### src/lpd_pkg.sv
// shared types and constants for the length-prefixed deframer
`timescale 1ns / 1ps

package lpd_pkg;

  localparam int unsigned LEN_W       = 16;   // payload length and counter width
  localparam int unsigned HDR_CNT_W   = 2;    // counts the four header bytes
  localparam logic [LEN_W-1:0] MAX_LEN_RESET = 16'd4096;
  localparam logic [LEN_W-1:0] LEN_SAT       = 16'hffff;
  localparam logic [HDR_CNT_W-1:0] HDR_LAST  = 2'd3;

  typedef enum logic [1:0] {
    KIND_PAYLOAD   = 2'd0,
    KIND_MALFORMED = 2'd1,
    KIND_ABORT     = 2'd2
  } kind_t;

  typedef enum logic [2:0] {
    PH_HEADER  = 3'b001,
    PH_PAYLOAD = 3'b010,
    PH_DEAD    = 3'b100
  } phase_t;

  typedef struct packed {
    logic       cmd;      // 1 = link reset
    logic [7:0] rx_byte;
  } in_item_t;

  typedef struct packed {
    kind_t            kind;
    logic [7:0]       payload_byte;
    logic             last;
    logic [LEN_W-1:0] frame_length;
  } res_item_t;

endpackage

### src/lpd_in_reg.sv
// input register stage of the deframer
`timescale 1ns / 1ps

module lpd_in_reg (
  input  logic              clk,
  input  logic              rst,
  input  logic              in_valid,
  output logic              in_ready,
  input  lpd_pkg::in_item_t in_item,
  input  logic              consume,
  output logic              held_valid,
  output lpd_pkg::in_item_t held_item
);
  import lpd_pkg::*;

  assign in_ready = !held_valid || consume;

  always_ff @(posedge clk) begin
    if (rst) begin
      held_valid <= 1'b0;
    end else if (in_ready) begin
      held_valid <= in_valid;
    end
  end

  always_ff @(posedge clk) begin
    if (in_ready && in_valid) begin
      held_item <= in_item;
    end
  end

endmodule

### src/lpd_core.sv
// header parser, payload counter and link state of the deframer
`timescale 1ns / 1ps

module lpd_core (
  input  logic                      clk,
  input  logic                      rst,
  input  logic                      cfg_wr_en,
  input  logic [lpd_pkg::LEN_W-1:0] cfg_wr_data,
  input  logic                      consume,
  input  lpd_pkg::in_item_t         item,
  output logic                      res_valid,
  output lpd_pkg::res_item_t        res
);
  import lpd_pkg::*;

  logic [LEN_W-1:0]     max_len;
  phase_t               phase, phase_next;
  logic [HDR_CNT_W-1:0] hdr_cnt, hdr_cnt_next;
  logic                 hdr_hi, hdr_hi_next;     // upper header half nonzero
  logic [LEN_W-1:0]     hdr_len, hdr_len_next;
  logic [LEN_W-1:0]     remaining, remaining_next;

  logic [LEN_W-1:0]     full_len;
  logic                 byte_nz;
  logic                 is_last;

  assign full_len = {hdr_len[LEN_W-9:0], item.rx_byte};
  assign byte_nz  = (item.rx_byte != 8'd0);
  assign is_last  = (remaining <= LEN_W'(1));

  always_comb begin
    phase_next     = phase;
    hdr_cnt_next   = hdr_cnt;
    hdr_hi_next    = hdr_hi;
    hdr_len_next   = hdr_len;
    remaining_next = remaining;
    res_valid      = 1'b0;
    res.kind         = KIND_PAYLOAD;
    res.payload_byte = 8'd0;
    res.last         = 1'b0;
    res.frame_length = hdr_len;

    if (item.cmd) begin
      // link reset: abort only if a frame was streaming
      res_valid      = (phase == PH_PAYLOAD);
      res.kind       = KIND_ABORT;
      phase_next     = PH_HEADER;
      hdr_cnt_next   = '0;
      hdr_hi_next    = 1'b0;
      hdr_len_next   = '0;
      remaining_next = '0;
    end else begin
      unique case (phase)
        PH_DEAD: begin
        end
        PH_PAYLOAD: begin
          res_valid        = 1'b1;
          res.payload_byte = item.rx_byte;
          res.last         = is_last;
          if (is_last) begin
            phase_next     = PH_HEADER;
            hdr_cnt_next   = '0;
            hdr_hi_next    = 1'b0;
            hdr_len_next   = '0;
            remaining_next = '0;
          end else begin
            remaining_next = LEN_W'(remaining - LEN_W'(1));
          end
        end
        default: begin
          // header collection, also taken for unused phase codes
          hdr_cnt_next = HDR_CNT_W'(hdr_cnt + HDR_CNT_W'(1));
          hdr_len_next = full_len;
          if (hdr_cnt == '0) begin
            hdr_hi_next = byte_nz;
          end else if (hdr_cnt == HDR_CNT_W'(1)) begin
            hdr_hi_next = hdr_hi | byte_nz;
          end
          if (hdr_cnt == HDR_LAST) begin
            if (hdr_hi || (full_len == '0) || (full_len > max_len)) begin
              res_valid        = 1'b1;
              res.kind         = KIND_MALFORMED;
              res.frame_length = hdr_hi ? LEN_SAT : full_len;
              phase_next       = PH_DEAD;
              remaining_next   = '0;
            end else begin
              phase_next     = PH_PAYLOAD;
              remaining_next = full_len;
            end
          end
        end
      endcase
    end
  end

  always_ff @(posedge clk) begin
    if (rst) begin
      max_len   <= MAX_LEN_RESET;
      phase     <= PH_HEADER;
      hdr_cnt   <= '0;
      hdr_hi    <= 1'b0;
      hdr_len   <= '0;
      remaining <= '0;
    end else begin
      if (cfg_wr_en) begin
        max_len <= cfg_wr_data;
      end
      if (consume) begin
        phase     <= phase_next;
        hdr_cnt   <= hdr_cnt_next;
        hdr_hi    <= hdr_hi_next;
        hdr_len   <= hdr_len_next;
        remaining <= remaining_next;
      end
    end
  end

endmodule

### src/lpd_out_reg.sv
// result register stage of the deframer
`timescale 1ns / 1ps

module lpd_out_reg (
  input  logic               clk,
  input  logic               rst,
  input  logic               load_valid,
  input  lpd_pkg::res_item_t load_item,
  output logic               slot_free,
  output logic               out_valid,
  input  logic               out_ready,
  output lpd_pkg::res_item_t out_item
);
  import lpd_pkg::*;

  assign slot_free = !out_valid || out_ready;

  always_ff @(posedge clk) begin
    if (rst) begin
      out_valid <= 1'b0;
    end else if (slot_free) begin
      out_valid <= load_valid;
    end
  end

  always_ff @(posedge clk) begin
    if (slot_free && load_valid) begin
      out_item <= load_item;
    end
  end

endmodule

### src/length_prefixed_deframer.sv
// top level of the length-prefixed stream deframer
// an accepted item is held in lpd_in_reg, and its result is registered in lpd_out_reg
// throughput: one item per cycle while the result slot is free, each stepped by lpd_core
// items that give no result (header bytes, dead-link bytes) still step through lpd_core
// reset: rst clears both stage valids and the link state, max_frame_len returns to 4096
`timescale 1ns / 1ps

module length_prefixed_deframer (
  input  logic        clk,
  input  logic        rst,
  // configuration: max_frame_len
  input  logic        cfg_wr_en,
  input  logic [15:0] cfg_wr_data,
  // received stream
  input  logic        s_axis_tvalid,
  output logic        s_axis_tready,
  input  logic [7:0]  s_axis_tdata,   // [7:0] rx_byte
  input  logic        s_axis_tuser,   // [0] cmd (1 = link reset)
  // result stream
  output logic        m_axis_tvalid,
  input  logic        m_axis_tready,
  output logic [23:0] m_axis_tdata,   // [7:0] payload_byte, [23:8] frame_length
  output logic        m_axis_tlast,   // last payload byte of a frame
  output logic [1:0]  m_axis_tuser    // [1:0] kind
);
  import lpd_pkg::*;

  in_item_t  s_item;
  in_item_t  held_item;
  logic      held_valid;
  logic      consume;
  logic      slot_free;
  logic      res_valid;
  res_item_t res;
  res_item_t out_item;

  assign s_item.cmd     = s_axis_tuser;
  assign s_item.rx_byte = s_axis_tdata;

  // the held item steps through the core whenever the result slot can take its outcome
  assign consume = held_valid && slot_free;

  lpd_in_reg u_in_reg (
    .clk        (clk),
    .rst        (rst),
    .in_valid   (s_axis_tvalid),
    .in_ready   (s_axis_tready),
    .in_item    (s_item),
    .consume    (consume),
    .held_valid (held_valid),
    .held_item  (held_item)
  );

  lpd_core u_core (
    .clk         (clk),
    .rst         (rst),
    .cfg_wr_en   (cfg_wr_en),
    .cfg_wr_data (cfg_wr_data),
    .consume     (consume),
    .item        (held_item),
    .res_valid   (res_valid),
    .res         (res)
  );

  // only items that produce a result fill the output slot
  lpd_out_reg u_out_reg (
    .clk        (clk),
    .rst        (rst),
    .load_valid (consume && res_valid),
    .load_item  (res),
    .slot_free  (slot_free),
    .out_valid  (m_axis_tvalid),
    .out_ready  (m_axis_tready),
    .out_item   (out_item)
  );

  assign m_axis_tdata = {out_item.frame_length, out_item.payload_byte};
  assign m_axis_tlast = out_item.last;
  assign m_axis_tuser = out_item.kind;

endmodule

### config.mk
export PLATFORM = sky130hd
export DESIGN_NAME = length_prefixed_deframer
export DESIGN_NICKNAME = d
export VERILOG_FILES = /design/src/lpd_pkg.sv /design/src/lpd_in_reg.sv /design/src/lpd_core.sv /design/src/lpd_out_reg.sv /design/src/length_prefixed_deframer.sv
export SDC_FILE = /design/constraint.sdc
export NUM_CORES = 1
export LEC_CHECK = 0
export BUFFER_PORTS_ARGS = -buffer_cell sky130_fd_sc_hd__buf_2
export CORE_MARGIN = 1
export CORE_UTILIZATION = 52
export DETAILED_ROUTE_END_ITERATION = 7
export PLACE_DENSITY = 0.76
export SKIP_LAST_GASP = 1
export SLEW_MARGIN = 0
export SYNTH_ARGS = -nofsm -noshare
export SYNTH_HDL_FRONTEND = slang
export SYNTH_SLANG_ARGS = --single-unit
export TNS_END_PERCENT = 10
### constraint.sdc
create_clock -name clk -period 3.9 [get_ports clk]
set_input_delay 0.195 -clock clk [delete_from_list [all_inputs] [get_ports clk]]
set_output_delay 0.195 -clock clk [all_outputs]
set_load 0.05 [all_outputs]
==> results by group, run 1 <==
Floorplan
  – Die Area: between 9000 and 10000 um^2
  – DIE HEIGHT: 96.1 um
  – Core area: 8380 um^2
  – Initial Util: 0.549
  – Die Span X: 96.1 um
  – Number of cell rows: 33
  – I/O pins: 59

Drt
  – WL/cell: approximately 18 um
  – DR vias: about 4000
  – DRT Wirelength: 11600 um
  – DR vias/cell: approximately 6.1
  – Starting DRT DRC Count: 362
  – Routed Antenna Nets: 0
  – Drt pass-1 iters: 5
  – Post-route DRC: 0

Global routing
  – Largest net degree at the start of global routing: 43
  – First-pass GRT wire length: approximately 19000 um
  – Total GRT Usage: 0.268
  – Vias in the first global route: 3745
  – Initial antenna violation count: 0
  – Grt total ovfl: 0

Worst setup path
  – Crit path max fanout: 17
  – CP endpoint kind: flop
  – Critical path class: flop to flop
  – R2r worst-path depth: 7
  – Required time of the worst setup path: between 3 and 4 ns
  – WP data arrival: 3.33 ns
  – Critical Path Start Type: flop

STA
  – Min Tclk post-route: 3.24 ns
  – Achievable frequency: 308 MHz
  – Final setup viols: 0
  – Clk_skew: 0.00829 ns
  – Fin crit share: 0.832
  – Slew margin rel.: 0.258
  – Setup_tns: 0 ns
  – RSZ-0062 raised after global routing: no
  – Max-slew violations: 0
  – Least-Margin Pin Slew: 1.11 ns
  – Final Hold Vio Count: 0

Synth
  – Post-synth top area share: 0.244
  – Synth async-reset ratio: 0
  – Seq/Total Area, Yosys: 0.479
  – Cells after synthesis: 489
  – Cell variety after synth: 54
  – Mapped Area: approximately 4600 um^2
  – Syn. warnings: 0
  – Synthesized flop and latch total: 92
  – Synth Flop Type: dfxtp_1
  – Number of enable flip-flop cells after synthesis: 36
  – Synth Area per Inst: 9.41 um^2
  – Most numerous cell in the Yosys netlist: dfxtp_1
  – Top cells by area, synth: dfxtp_1 (24%), edfxtp_1 (23%), ha_1 (5.7%), mux2i_1 (5.0%), a21oi_1 (4.4%)
  – Syn_nets: 540
  – Biggest area consumer among synthesized cells: dfxtp_1
  – Synth cell count leaders: dfxtp_1 (56), nor2_1 (51), nand2_1 (44)

Pwr
  – Peak VDD IR: ~0.00022 V
  – Pwr Total: 1.92 mW
  – P_leak: 2.08 nW
  – PwrDens: 370 nW/um^2

Finish
  – Layout cells sized above 1: 0.165
  – Area Overhead vs Synth: 13.0%
  – Ant. Diodes: 0
  – Final Core Density: 0.620
  – Post-route cell area: 5200 um^2
  – Register area: 2200 um^2
  – Fillers: between 700 and 800
  – Finished Layout Cells: 652
  – Nets: 593
  – Multi-input gate area: ~2200 um^2

Min path
  – Hold Crit Class: primary input to flop
  – Hold depth: 1

Placement
  – Detail Placement HPWL: 8130 um
  – Cell Area, Placed: 4950 um^2
  – Gp weighted congestion: 0.918
  – Dpl cells: between 600 and 700
  – Port buffer count: 58

Run
  – Total of max-cap violations: 0

Clock network
  – CTS sink count: 92
  – CTS tree: done
  – Root buffer cell: clkbuf_8
  – # H-tree levels: 3
  – Clock latency on the worst-skew pair: 0.37 ns
  – Clock-pin slew on the worst setup and hold paths: 0.10 ns
  – Maximum clock path buffer count: 2
  – Total CTS buffers: 9

Outcome
  – Status: finished, final reports clean
-- worst max-delay path, stage by stage (launching register included) --
cell	delay (ns)
dfxtp_1	0.39
ha_1	0.35
nand4_2	0.15
or4_4	0.60
a21o_1	0.22
a31oi_4	0.40
nand2b_1	0.58
mux2i_1	0.28
-- final cells by class --
type	instances	share of cell area
clock inverter	7	0.0159
clock buffer	9	0.0238
inverter	33	0.0238
sequential	92	0.424
multi-input combinational	339	0.417
timing repair buffer	67	0.0708
tap	105	0.0253
-- per-stage QoR --
| step | hold slack (ns) | setup WS [ns] |
|---|---|---|
| floorplan | 0.294 | 0.194 |
| global placement | 0.372 | 0.837 |
| detailed placement | 0.374 | 0.695 |
| CTS | 0.00107 | 0.678 |
| global route | 0.0103 | 0.526 |
| finish | 0.000327 | 0.656 |
-- what timing repair did --
action / in CTS / in global routing
buffers inserted: 0 / 0
resized for setup: 0 / 0
hold buffers: 3 / 1
endpoints found under the hold margin: 3 / 1
-- routing by layer --
| metal | up-vias | track usage | routed length (um) |
|---|---|---|---|
| li1 | 1882 | - | - |
| met1 | 1873 | 0.356 | 5000 |
| met2 | 202 | 0.421 | 5360 |
| met3 | 38 | 0.0450 | 898 |
| met4 | 0 | 0.136 | 376 |
| met5 | - | 0 | 0 |
-- cells by family after synthesis --
logic type	count (synthesis)	synth area share
buf+inv	58	0.0511
flops	92	0.479
mux	23	0.0500
fa+ha+maj	21	0.0571
xor+xnor	2	0.00381
simple gates	186	0.204
compound gates	107	0.156
-- state kept, by name, summed over array words and instances (netlist names), 2 cells and up --
signal	count
u_out_reg.out_item	27
u_core.remaining	16
u_core.hdr_cnt	2
u_in_reg.held_item	9
u_core.max_len	16
u_core.phase	3
u_core.hdr_len	16
-- cell usage in the layout, fill, tap and decap left out, types with 3 or more instances in the layout --
master and count:
o22ai_1 5, mux2i_1 23, and2_1 9, inv_1 32, nor2_1 51, o2bb2ai_1 18, ha_1 21, o211ai_1 4
o21ai_1 11, o2111ai_1 3, dlygate4sd3_1 4, nor3_1 11, buf_4 5, nand2b_1 5, nand3_1 24, dfxtp_1 56
nand4_1 3, nor2b_1 6, edfxtp_1 36, nor4_1 20, o21ai_0 8, buf_2 58, a21oi_1 40, nand2_1 44
clkbuf_8 9
-- worst paths after layout --
kind	startpoint	to	slack, ns
max reg2reg	u_core.hdr_len[7]$_SDFFE_PP0P_	u_out_reg.out_item[13]$_DFFE_PP_	0.66
min	s_axis_tdata[3]	u_in_reg.held_item[3]$_DFFE_PP_	0.0003
max	u_core.hdr_len[7]$_SDFFE_PP0P_	u_out_reg.out_item[13]$_DFFE_PP_	0.66
min reg2reg	u_core.hdr_len[11]$_SDFFE_PP0P_	u_core.hdr_len[11]$_SDFFE_PP0P_	0.46
-- power breakdown --
| part | total, mW | switching (mW) | internal, mW |
|---|---|---|---|
| clock | 0.676 | 0.370 | 0.306 |
| sequential | 1.06 | 0.0424 | 1.02 |
| combinational | 0.187 | 0.115 | 0.0723 |
Note: power is estimated with default switching activity, not from simulation.
==> run 2: changes to the inputs <==
==> constraint.sdc (replaced) <==
create_clock -name clk -period 2.9 [get_ports clk]
set_input_delay 0.145 -clock clk [delete_from_list [all_inputs] [get_ports clk]]
set_output_delay 0.145 -clock clk [all_outputs]
set_load 0.05 [all_outputs]
==> results by group, run 2 (same netlist as run 1, synthesis figures left out) <==
Pwr
  – P_leak: 2.24 nW (was 2.08 nW)
  – Pwr Total: 2.59 mW (was 1.92 mW)
  – PwrDens: 474 nW/um^2 (was 370 nW/um^2)
  – Peak VDD IR: 0.000364 V (was 0.000221 V)

Clock network
  – # resized after CTS: 0 (unchanged)
  – Clock latency on the worst-skew pair: 0.39 ns (was 0.37 ns)
  – # H-tree levels: 3 (unchanged)
  – Clock-pin slew on the worst setup and hold paths: 0.10 ns (about the same)
  – CTS sink count: 92 (unchanged)
  – Maximum clock path buffer count: 2 (unchanged)
  – CTS tree: done (unchanged)
  – Root buffer cell: clkbuf_8 (unchanged)
  – Total CTS buffers: 9 (unchanged)

Worst setup path
  – Crit path max fanout: 27 (was 17)
  – CP Cell Sequence: ha_1 -> nand4_2 -> or4_4 -> a21o_1 -> a31oi_4 -> a21oi_1 -> nor2b_4 -> buf_12 (was ha_1 -> nand4_2 -> or4_4 -> a21o_1 -> a31oi_4 -> nand2b_1 -> mux2i_1)
  – WP data arrival: 2.81 ns (was 3.33 ns)
  – CP endpoint kind: flop (unchanged)
  – Required time of the worst setup path: 2.97 ns (was 3.99 ns)
  – R2R Setup Slk: 0.16 ns (was 0.66 ns)
  – Critical path class: flop to flop (unchanged)
  – R2r worst-path depth: 8 (was 7)
  – Critical Path Start Type: flop (unchanged)
  – Largest delay share family, worst path: simple AND/OR/NAND/NOR gates (unchanged)
  – R2r startpoint: u_core.hdr_len[6]$_SDFFE_PP0P_ (was u_core.hdr_len[7]$_SDFFE_PP0P_)
  – CP Buf/Inv Count: 1 (was 0)
  – CP max stage cell: or4_4 (unchanged)
  – Worst reg2reg path endpoint: u_out_reg.out_item[19]$_SDFFCE_PP0P_ (was u_out_reg.out_item[13]$_DFFE_PP_)
  – Crit path largest cell delay: 0.59 ns (was 0.60 ns)

Min path
  – Worst Hold End: u_core.max_len[9]$_SDFFE_PP0P_ (was u_in_reg.held_item[3]$_DFFE_PP_)
  – Hold depth: 3 (was 1)
  – Hold Crit Class: primary input to flop (unchanged)
  – HP Start: cfg_wr_data[9] (was s_axis_tdata[3])

Floorplan
  – Initial Util: 0.549 (unchanged)
  – I/O pins: 59 (unchanged)
  – Die Span X: 96.1 um (unchanged)
  – DIE HEIGHT: 96.1 um (unchanged)
  – Core area: 8380 um^2 (unchanged)
  – Die Area: 9230 um^2 (unchanged)
  – Number of cell rows: 33 (unchanged)

Run
  – Total of max-cap violations: 0 (unchanged)

STA
  – Achievable frequency: 365 MHz (was 308 MHz)
  – Final Hold Vio Count: 3 (was 0)
  – Minimum hold slack: -0.00412 ns (was 0.000327 ns)
  – Min Tclk post-route: 2.74 ns (was 3.24 ns)
  – Slew margin rel.: 0.387 (was 0.258)
  – Max-slew violations: 0 (unchanged)
  – Final setup viols: 0 (unchanged)
  – Clk_skew: 0.0234 ns (was 0.00829 ns)
  – RSZ-0062 raised after global routing: no (unchanged)
  – Least-Margin Pin Slew: 0.908 ns (was 1.11 ns)
  – Setup_tns: 0 ns (unchanged)
  – Fin crit share: 0.945 (was 0.832)

Global routing
  – Total GRT Usage: 0.277 (was 0.268)
  – Largest net degree at the start of global routing: 40 (was 43)
  – Initial antenna violation count: 0 (unchanged)
  – First-pass GRT wire length: 19000 um (was 18600 um)
  – Grt total ovfl: 0 (unchanged)
  – Vias in the first global route: 3960 (was 3745)

Finish
  – Final Core Density: 0.652 (was 0.620)
  – Nets: 624 (was 593)
  – Commonest non-fill, non-tap cell in the layout: buf_2 (unchanged)
  – Post-route cell area: 5470 um^2 (was 5200 um^2)
  – Ant. Diodes: 0 (unchanged)
  – Fillers: 683 (was 716)
  – Multi-input gate area: 2170 um^2 (about the same)
  – Area Overhead vs Synth: 18.8% (was 13.0%)
  – Largest register by flop count: u_out_reg.out_item (unchanged)
  – Layout cells sized above 1: 0.199 (was 0.165)
  – Most frequent cells in the layout: buf_2 (58), dfxtp_1 (56), nor2_1 (51), nand2_1 (44), a21oi_1 (40) (unchanged)
  – Register area: 2200 um^2 (unchanged)
  – Largest register FFs: 27 (unchanged)

Drt
  – Starting DRT DRC Count: 402 (was 362)
  – DR vias: 4092 (was 3995)
  – Post-route DRC: 0 (unchanged)
  – DR vias/cell: 5.99 (was 6.13)
  – DRT Wirelength: 11900 um (was 11600 um)
  – WL/cell: 17.4 um (was 17.9 um)
  – Routed Antenna Nets: 0 (unchanged)
  – Drt pass-1 iters: 5 (unchanged)

Placement
  – Cell Area, Placed: 5170 um^2 (was 4950 um^2)
  – Port buffer count: 58 (unchanged)
  – Detail Placement HPWL: 8330 um (was 8130 um)
  – Gp weighted congestion: 0.957 (was 0.918)

Outcome
  – Status: complete, but fails checks (was finished, final reports clean)
  – Failing checks: negative hold slack
run 2: changes by cell type in the layout (fill, tap and decap cells not counted), moves of 2 or more:
cell | previous run | this run
buf_12 | 0 | 2
inv_8 | 1 | 3
buf_4 | 5 | 28
inv_6 | 2 | 0
dlygate4sd3_1 | 4 | 10
run 2: report_power, final:
| part | internal (mW) | leakage (nW) | switching [mW] |
|---|---|---|---|
| clock network | 0.340 | 0.0981 | 0.530 |
| registers | 1.37 | 0.825 | 0.0294 |
| logic | 0.127 | 1.31 | 0.196 |
run 2: metal layers:
metal	up-vias	routed length, um	track usage
met5	-	0	0
met4	0	365	0.127
met3	33	989	0.0735
met2	200	5660	0.462
met1	1918	4870	0.335
li1	1941	-	-
run 2: final cells by class:
cell class | count | area share
clock buffers | 9 | 0.0226
clock inverters | 7 | 0.0137
inverters | 33 | 0.0226
multi-input cells | 339 | 0.397
flip-flops and latches | 92 | 0.403
well taps | 105 | 0.0240
repair buffers | 98 | 0.117
run 2: metrics by stage:
stage | std cells | worst slack, ns
3_3_place_gp | 657 | 0.271
6_report | 683 | 0.160
5_1_grt | 683 | 0.0425
4_1_cts | 683 | 0.170
2_1_floorplan | 489 | 0.0126
3_5_place_dp | 657 | 0.207
run 2: how the worst max path moves through the flow:
stage | startpoint | endpoint | slack (ns) | depth (start not counted)
2_1_floorplan | u_core.hdr_len[7]$_SDFFE_PP0P_ | u_out_reg.out_item[0]$_DFFE_PP_ | 0.01 | 8
3_3_place_gp | u_core.hdr_len[7]$_SDFFE_PP0P_ | u_out_reg.out_item[16]$_SDFFCE_PP0P_ | 0.27 | 8
3_5_place_dp | u_core.hdr_len[5]$_SDFFE_PP0P_ | u_out_reg.out_item[10]$_DFFE_PP_ | 0.21 | 8
4_1_cts | u_core.hdr_len[5]$_SDFFE_PP0P_ | u_out_reg.out_item[19]$_SDFFCE_PP0P_ | 0.17 | 8
5_1_grt | u_core.hdr_len[7]$_SDFFE_PP0P_ | u_out_reg.out_item[19]$_SDFFCE_PP0P_ | 0.04 | 8
6_report | u_core.hdr_len[6]$_SDFFE_PP0P_ | u_out_reg.out_item[19]$_SDFFCE_PP0P_ | 0.16 | 8
run 2: tightest hold or removal path, stage by stage:
cell and delay, ns:
buf_2 0.07, mux2i_1 0.05, nor2_1 0.07
run 2: repair_timing:
item / CTS / global route
setup buffers: 0 / 0
hold buffers: 10 / 0
hold endpoints to repair: 10 / 0
==> run 3: changes to the inputs <==
--- a/config.mk
+++ b/config.mk
@@ -6,10 +6,12 @@
 export NUM_CORES = 1
 export LEC_CHECK = 0
 export BUFFER_PORTS_ARGS = -buffer_cell sky130_fd_sc_hd__buf_2
+export CELL_PAD_IN_SITES_DETAIL_PLACEMENT = 0
+export CELL_PAD_IN_SITES_GLOBAL_PLACEMENT = 2
 export CORE_MARGIN = 1
-export CORE_UTILIZATION = 52
+export CORE_UTILIZATION = 33
 export DETAILED_ROUTE_END_ITERATION = 7
-export PLACE_DENSITY = 0.76
+export PLACE_DENSITY_LB_ADDON = 0.1
 export SKIP_LAST_GASP = 1
 export SLEW_MARGIN = 0
 export SYNTH_ARGS = -nofsm -noshare
==> results by group, run 3 (same netlist as run 1, synthesis figures left out) <==
Outcome
  – Status: finished, final reports clean (was complete, but fails checks)

Drt
  – WL/cell: 17.0 um (was 17.4 um)
  – Post-route DRC: 0 (unchanged)
  – Drt pass-1 iters: 4 (was 5)
  – DRT Wirelength: 12800 um (was 11900 um)
  – Starting DRT DRC Count: 219 (was 402)
  – DR vias/cell: 5.12 (was 5.99)
  – Routed Antenna Nets: 0 (unchanged)
  – DR vias: 3879 (was 4092)

Floorplan
  – Die Area: 14400 um^2 (was 9230 um^2)
  – I/O pins: 59 (unchanged)
  – Core area: 13400 um^2 (was 8380 um^2)
  – Number of cell rows: 42 (was 33)
  – DIE HEIGHT: 120 um (was 96.1 um)
  – Die Span X: 120 um (was 96.1 um)
  – Initial Util: 0.343 (was 0.549)

Worst setup path
  – Critical path class: flop to flop (unchanged)
  – Critical Path Start Type: flop (unchanged)
  – Crit path max fanout: 27 (unchanged)
  – WP data arrival: 2.79 ns (was 2.81 ns)
  – CP endpoint kind: flop (unchanged)
  – Required time of the worst setup path: 2.95 ns (was 2.97 ns)

Finish
  – Register area: 2200 um^2 (unchanged)
  – Multi-input gate area: 2170 um^2 (unchanged)
  – Most frequent cells in the layout: buf_2 (58), dfxtp_1 (56), nor2_1 (51), nand2_1 (44), a21oi_1 (40) (unchanged)
  – Commonest non-fill, non-tap cell in the layout: buf_2 (unchanged)
  – Largest register FFs: 27 (unchanged)
  – Post-route cell area: 5660 um^2 (was 5470 um^2)
  – Largest register by flop count: u_out_reg.out_item (unchanged)
  – Ant. Diodes: 0 (unchanged)
  – Nets: 627 (was 624)
  – Fillers: 1360 (was 683)
  – Layout cells sized above 1: 0.198 (was 0.199)
  – Area Overhead vs Synth: 23.1% (was 18.8%)

Global routing
  – Grt total ovfl: 0 (unchanged)
  – Largest net degree at the start of global routing: 28 (was 40)
  – Vias in the first global route: 3843 (was 3960)
  – Total GRT Usage: 0.194 (was 0.277)
  – First-pass GRT wire length: 21000 um (was 19000 um)
  – Initial antenna violation count: 0 (unchanged)

Placement
  – Port buffer count: 58 (unchanged)
  – Cell Area, Placed: 5290 um^2 (was 5170 um^2)
  – Pre-CTS setup slack: 0.168 ns (was 0.207 ns)
  – Detail Placement HPWL: 9320 um (was 8330 um)
  – Gp weighted congestion: 0.775 (was 0.957)

STA
  – Minimum hold slack: 0.0159 ns (was -0.00412 ns)
  – Setup_tns: 0 ns (unchanged)
  – Fin crit share: 0.944 (was 0.945)
  – Slew margin rel.: 0.678 (was 0.387)
  – Clk_skew: 0.00588 ns (was 0.0234 ns)
  – RSZ-0062 raised after global routing: no (unchanged)
  – Least-Margin Pin Slew: 0.483 ns (was 0.908 ns)
  – Achievable frequency: 365 MHz (about the same)
  – Final Hold Vio Count: 0 (was 3)
  – Final setup viols: 0 (unchanged)
  – Min Tclk post-route: 2.74 ns (about the same)
  – Max-slew violations: 0 (unchanged)
  – Final Worst Setup Slack: 0.161 ns (was 0.160 ns)

Clock network
  – # resized after CTS: 0 (unchanged)
  – CTS tree: done (unchanged)
  – # H-tree levels: 3 (unchanged)
  – Total CTS buffers: 9 (unchanged)
  – CTS sink count: 92 (unchanged)
  – Root buffer cell: clkbuf_16 (was clkbuf_8)
  – Clock-pin slew on the worst setup and hold paths: 0.07 ns (was 0.10 ns)
  – Clock latency on the worst-skew pair: 0.35 ns (was 0.39 ns)
  – Maximum clock path buffer count: 2 (unchanged)

Pwr
  – PwrDens: 510 nW/um^2 (was 474 nW/um^2)
  – Peak VDD IR: 0.000258 V (was 0.000364 V)
  – P_leak: 2.28 nW (was 2.24 nW)

Min path
  – Hold Crit Class: primary input to flop (unchanged)

Run
  – Total of max-cap violations: 0 (unchanged)
run 3: cell count changes in the layout (fill, tap and decap cells not counted), sizes merged:
cell and delta:
buf +4, inv -3, clkbuf +2, bufinv +1
clkinv -1, clkinvlp +1, dlygate4sd3 -1
run 3: where the power goes:
part	internal (mW)	switching [mW]
combinational	0.123	0.191
sequential	1.37	0.0329
clock	0.664	0.509
run 3: metrics by stage:
step,std cells,total power [mW],utilization
CTS,757,2.92,0.423
finish,757,2.89,0.423
detailed placement,732,1.74,0.395
floorplan,489,1.61,-
global placement,732,1.74,0.395
global route,757,3.01,0.423
run 3: cell type report:
| class | instances | share of cell area |
|---|---|---|
| flip-flops and latches | 92 | 0.389 |
| multi-input cells | 339 | 0.383 |
| repair buffers | 101 | 0.117 |
| clock buffers | 11 | 0.0411 |
| well taps | 176 | 0.0389 |
| inverters | 33 | 0.0219 |
| clock inverters | 5 | 0.00928 |
run 3: what timing repair did:
action	4_1_cts	5_1_grt
endpoints found under the setup margin	0	0
hold buffers	9	0
setup buffers	0	0
hold endpoints to repair	9	0
run 3: final timing paths:
| kind | start | end | slack, ns | cells after the start |
|---|---|---|---|---|
| min reg2reg | u_core.hdr_len[11]$_SDFFE_PP0P_ | u_core.hdr_len[11]$_SDFFE_PP0P_ | 0.45 | 2 |
| min | s_axis_tvalid | u_in_reg.held_valid$_SDFFE_PP0N_ | 0.02 | 3 |
| max | u_core.hdr_len[6]$_SDFFE_PP0P_ | u_out_reg.out_item[9]$_DFFE_PP_ | 0.16 | 8 |
| max reg2reg | u_core.hdr_len[6]$_SDFFE_PP0P_ | u_out_reg.out_item[9]$_DFFE_PP_ | 0.16 | 8 |
run 3: layer usage:
metal,wire (um),track usage
met5,0,0
met1,6210,0.266
met2,5900,0.309
met3,558,0.0285
met4,167,0.0680
run 3: worst max-delay path, cell delays in order, from the launching register on:
cell and delay [ns]:
dfxtp_1 0.38, ha_1 0.33, nand4_2 0.14, or4_4 0.59, a21o_1 0.22, a31oi_4 0.26
a21oi_1 0.14, nor2b_4 0.16, buf_12 0.20
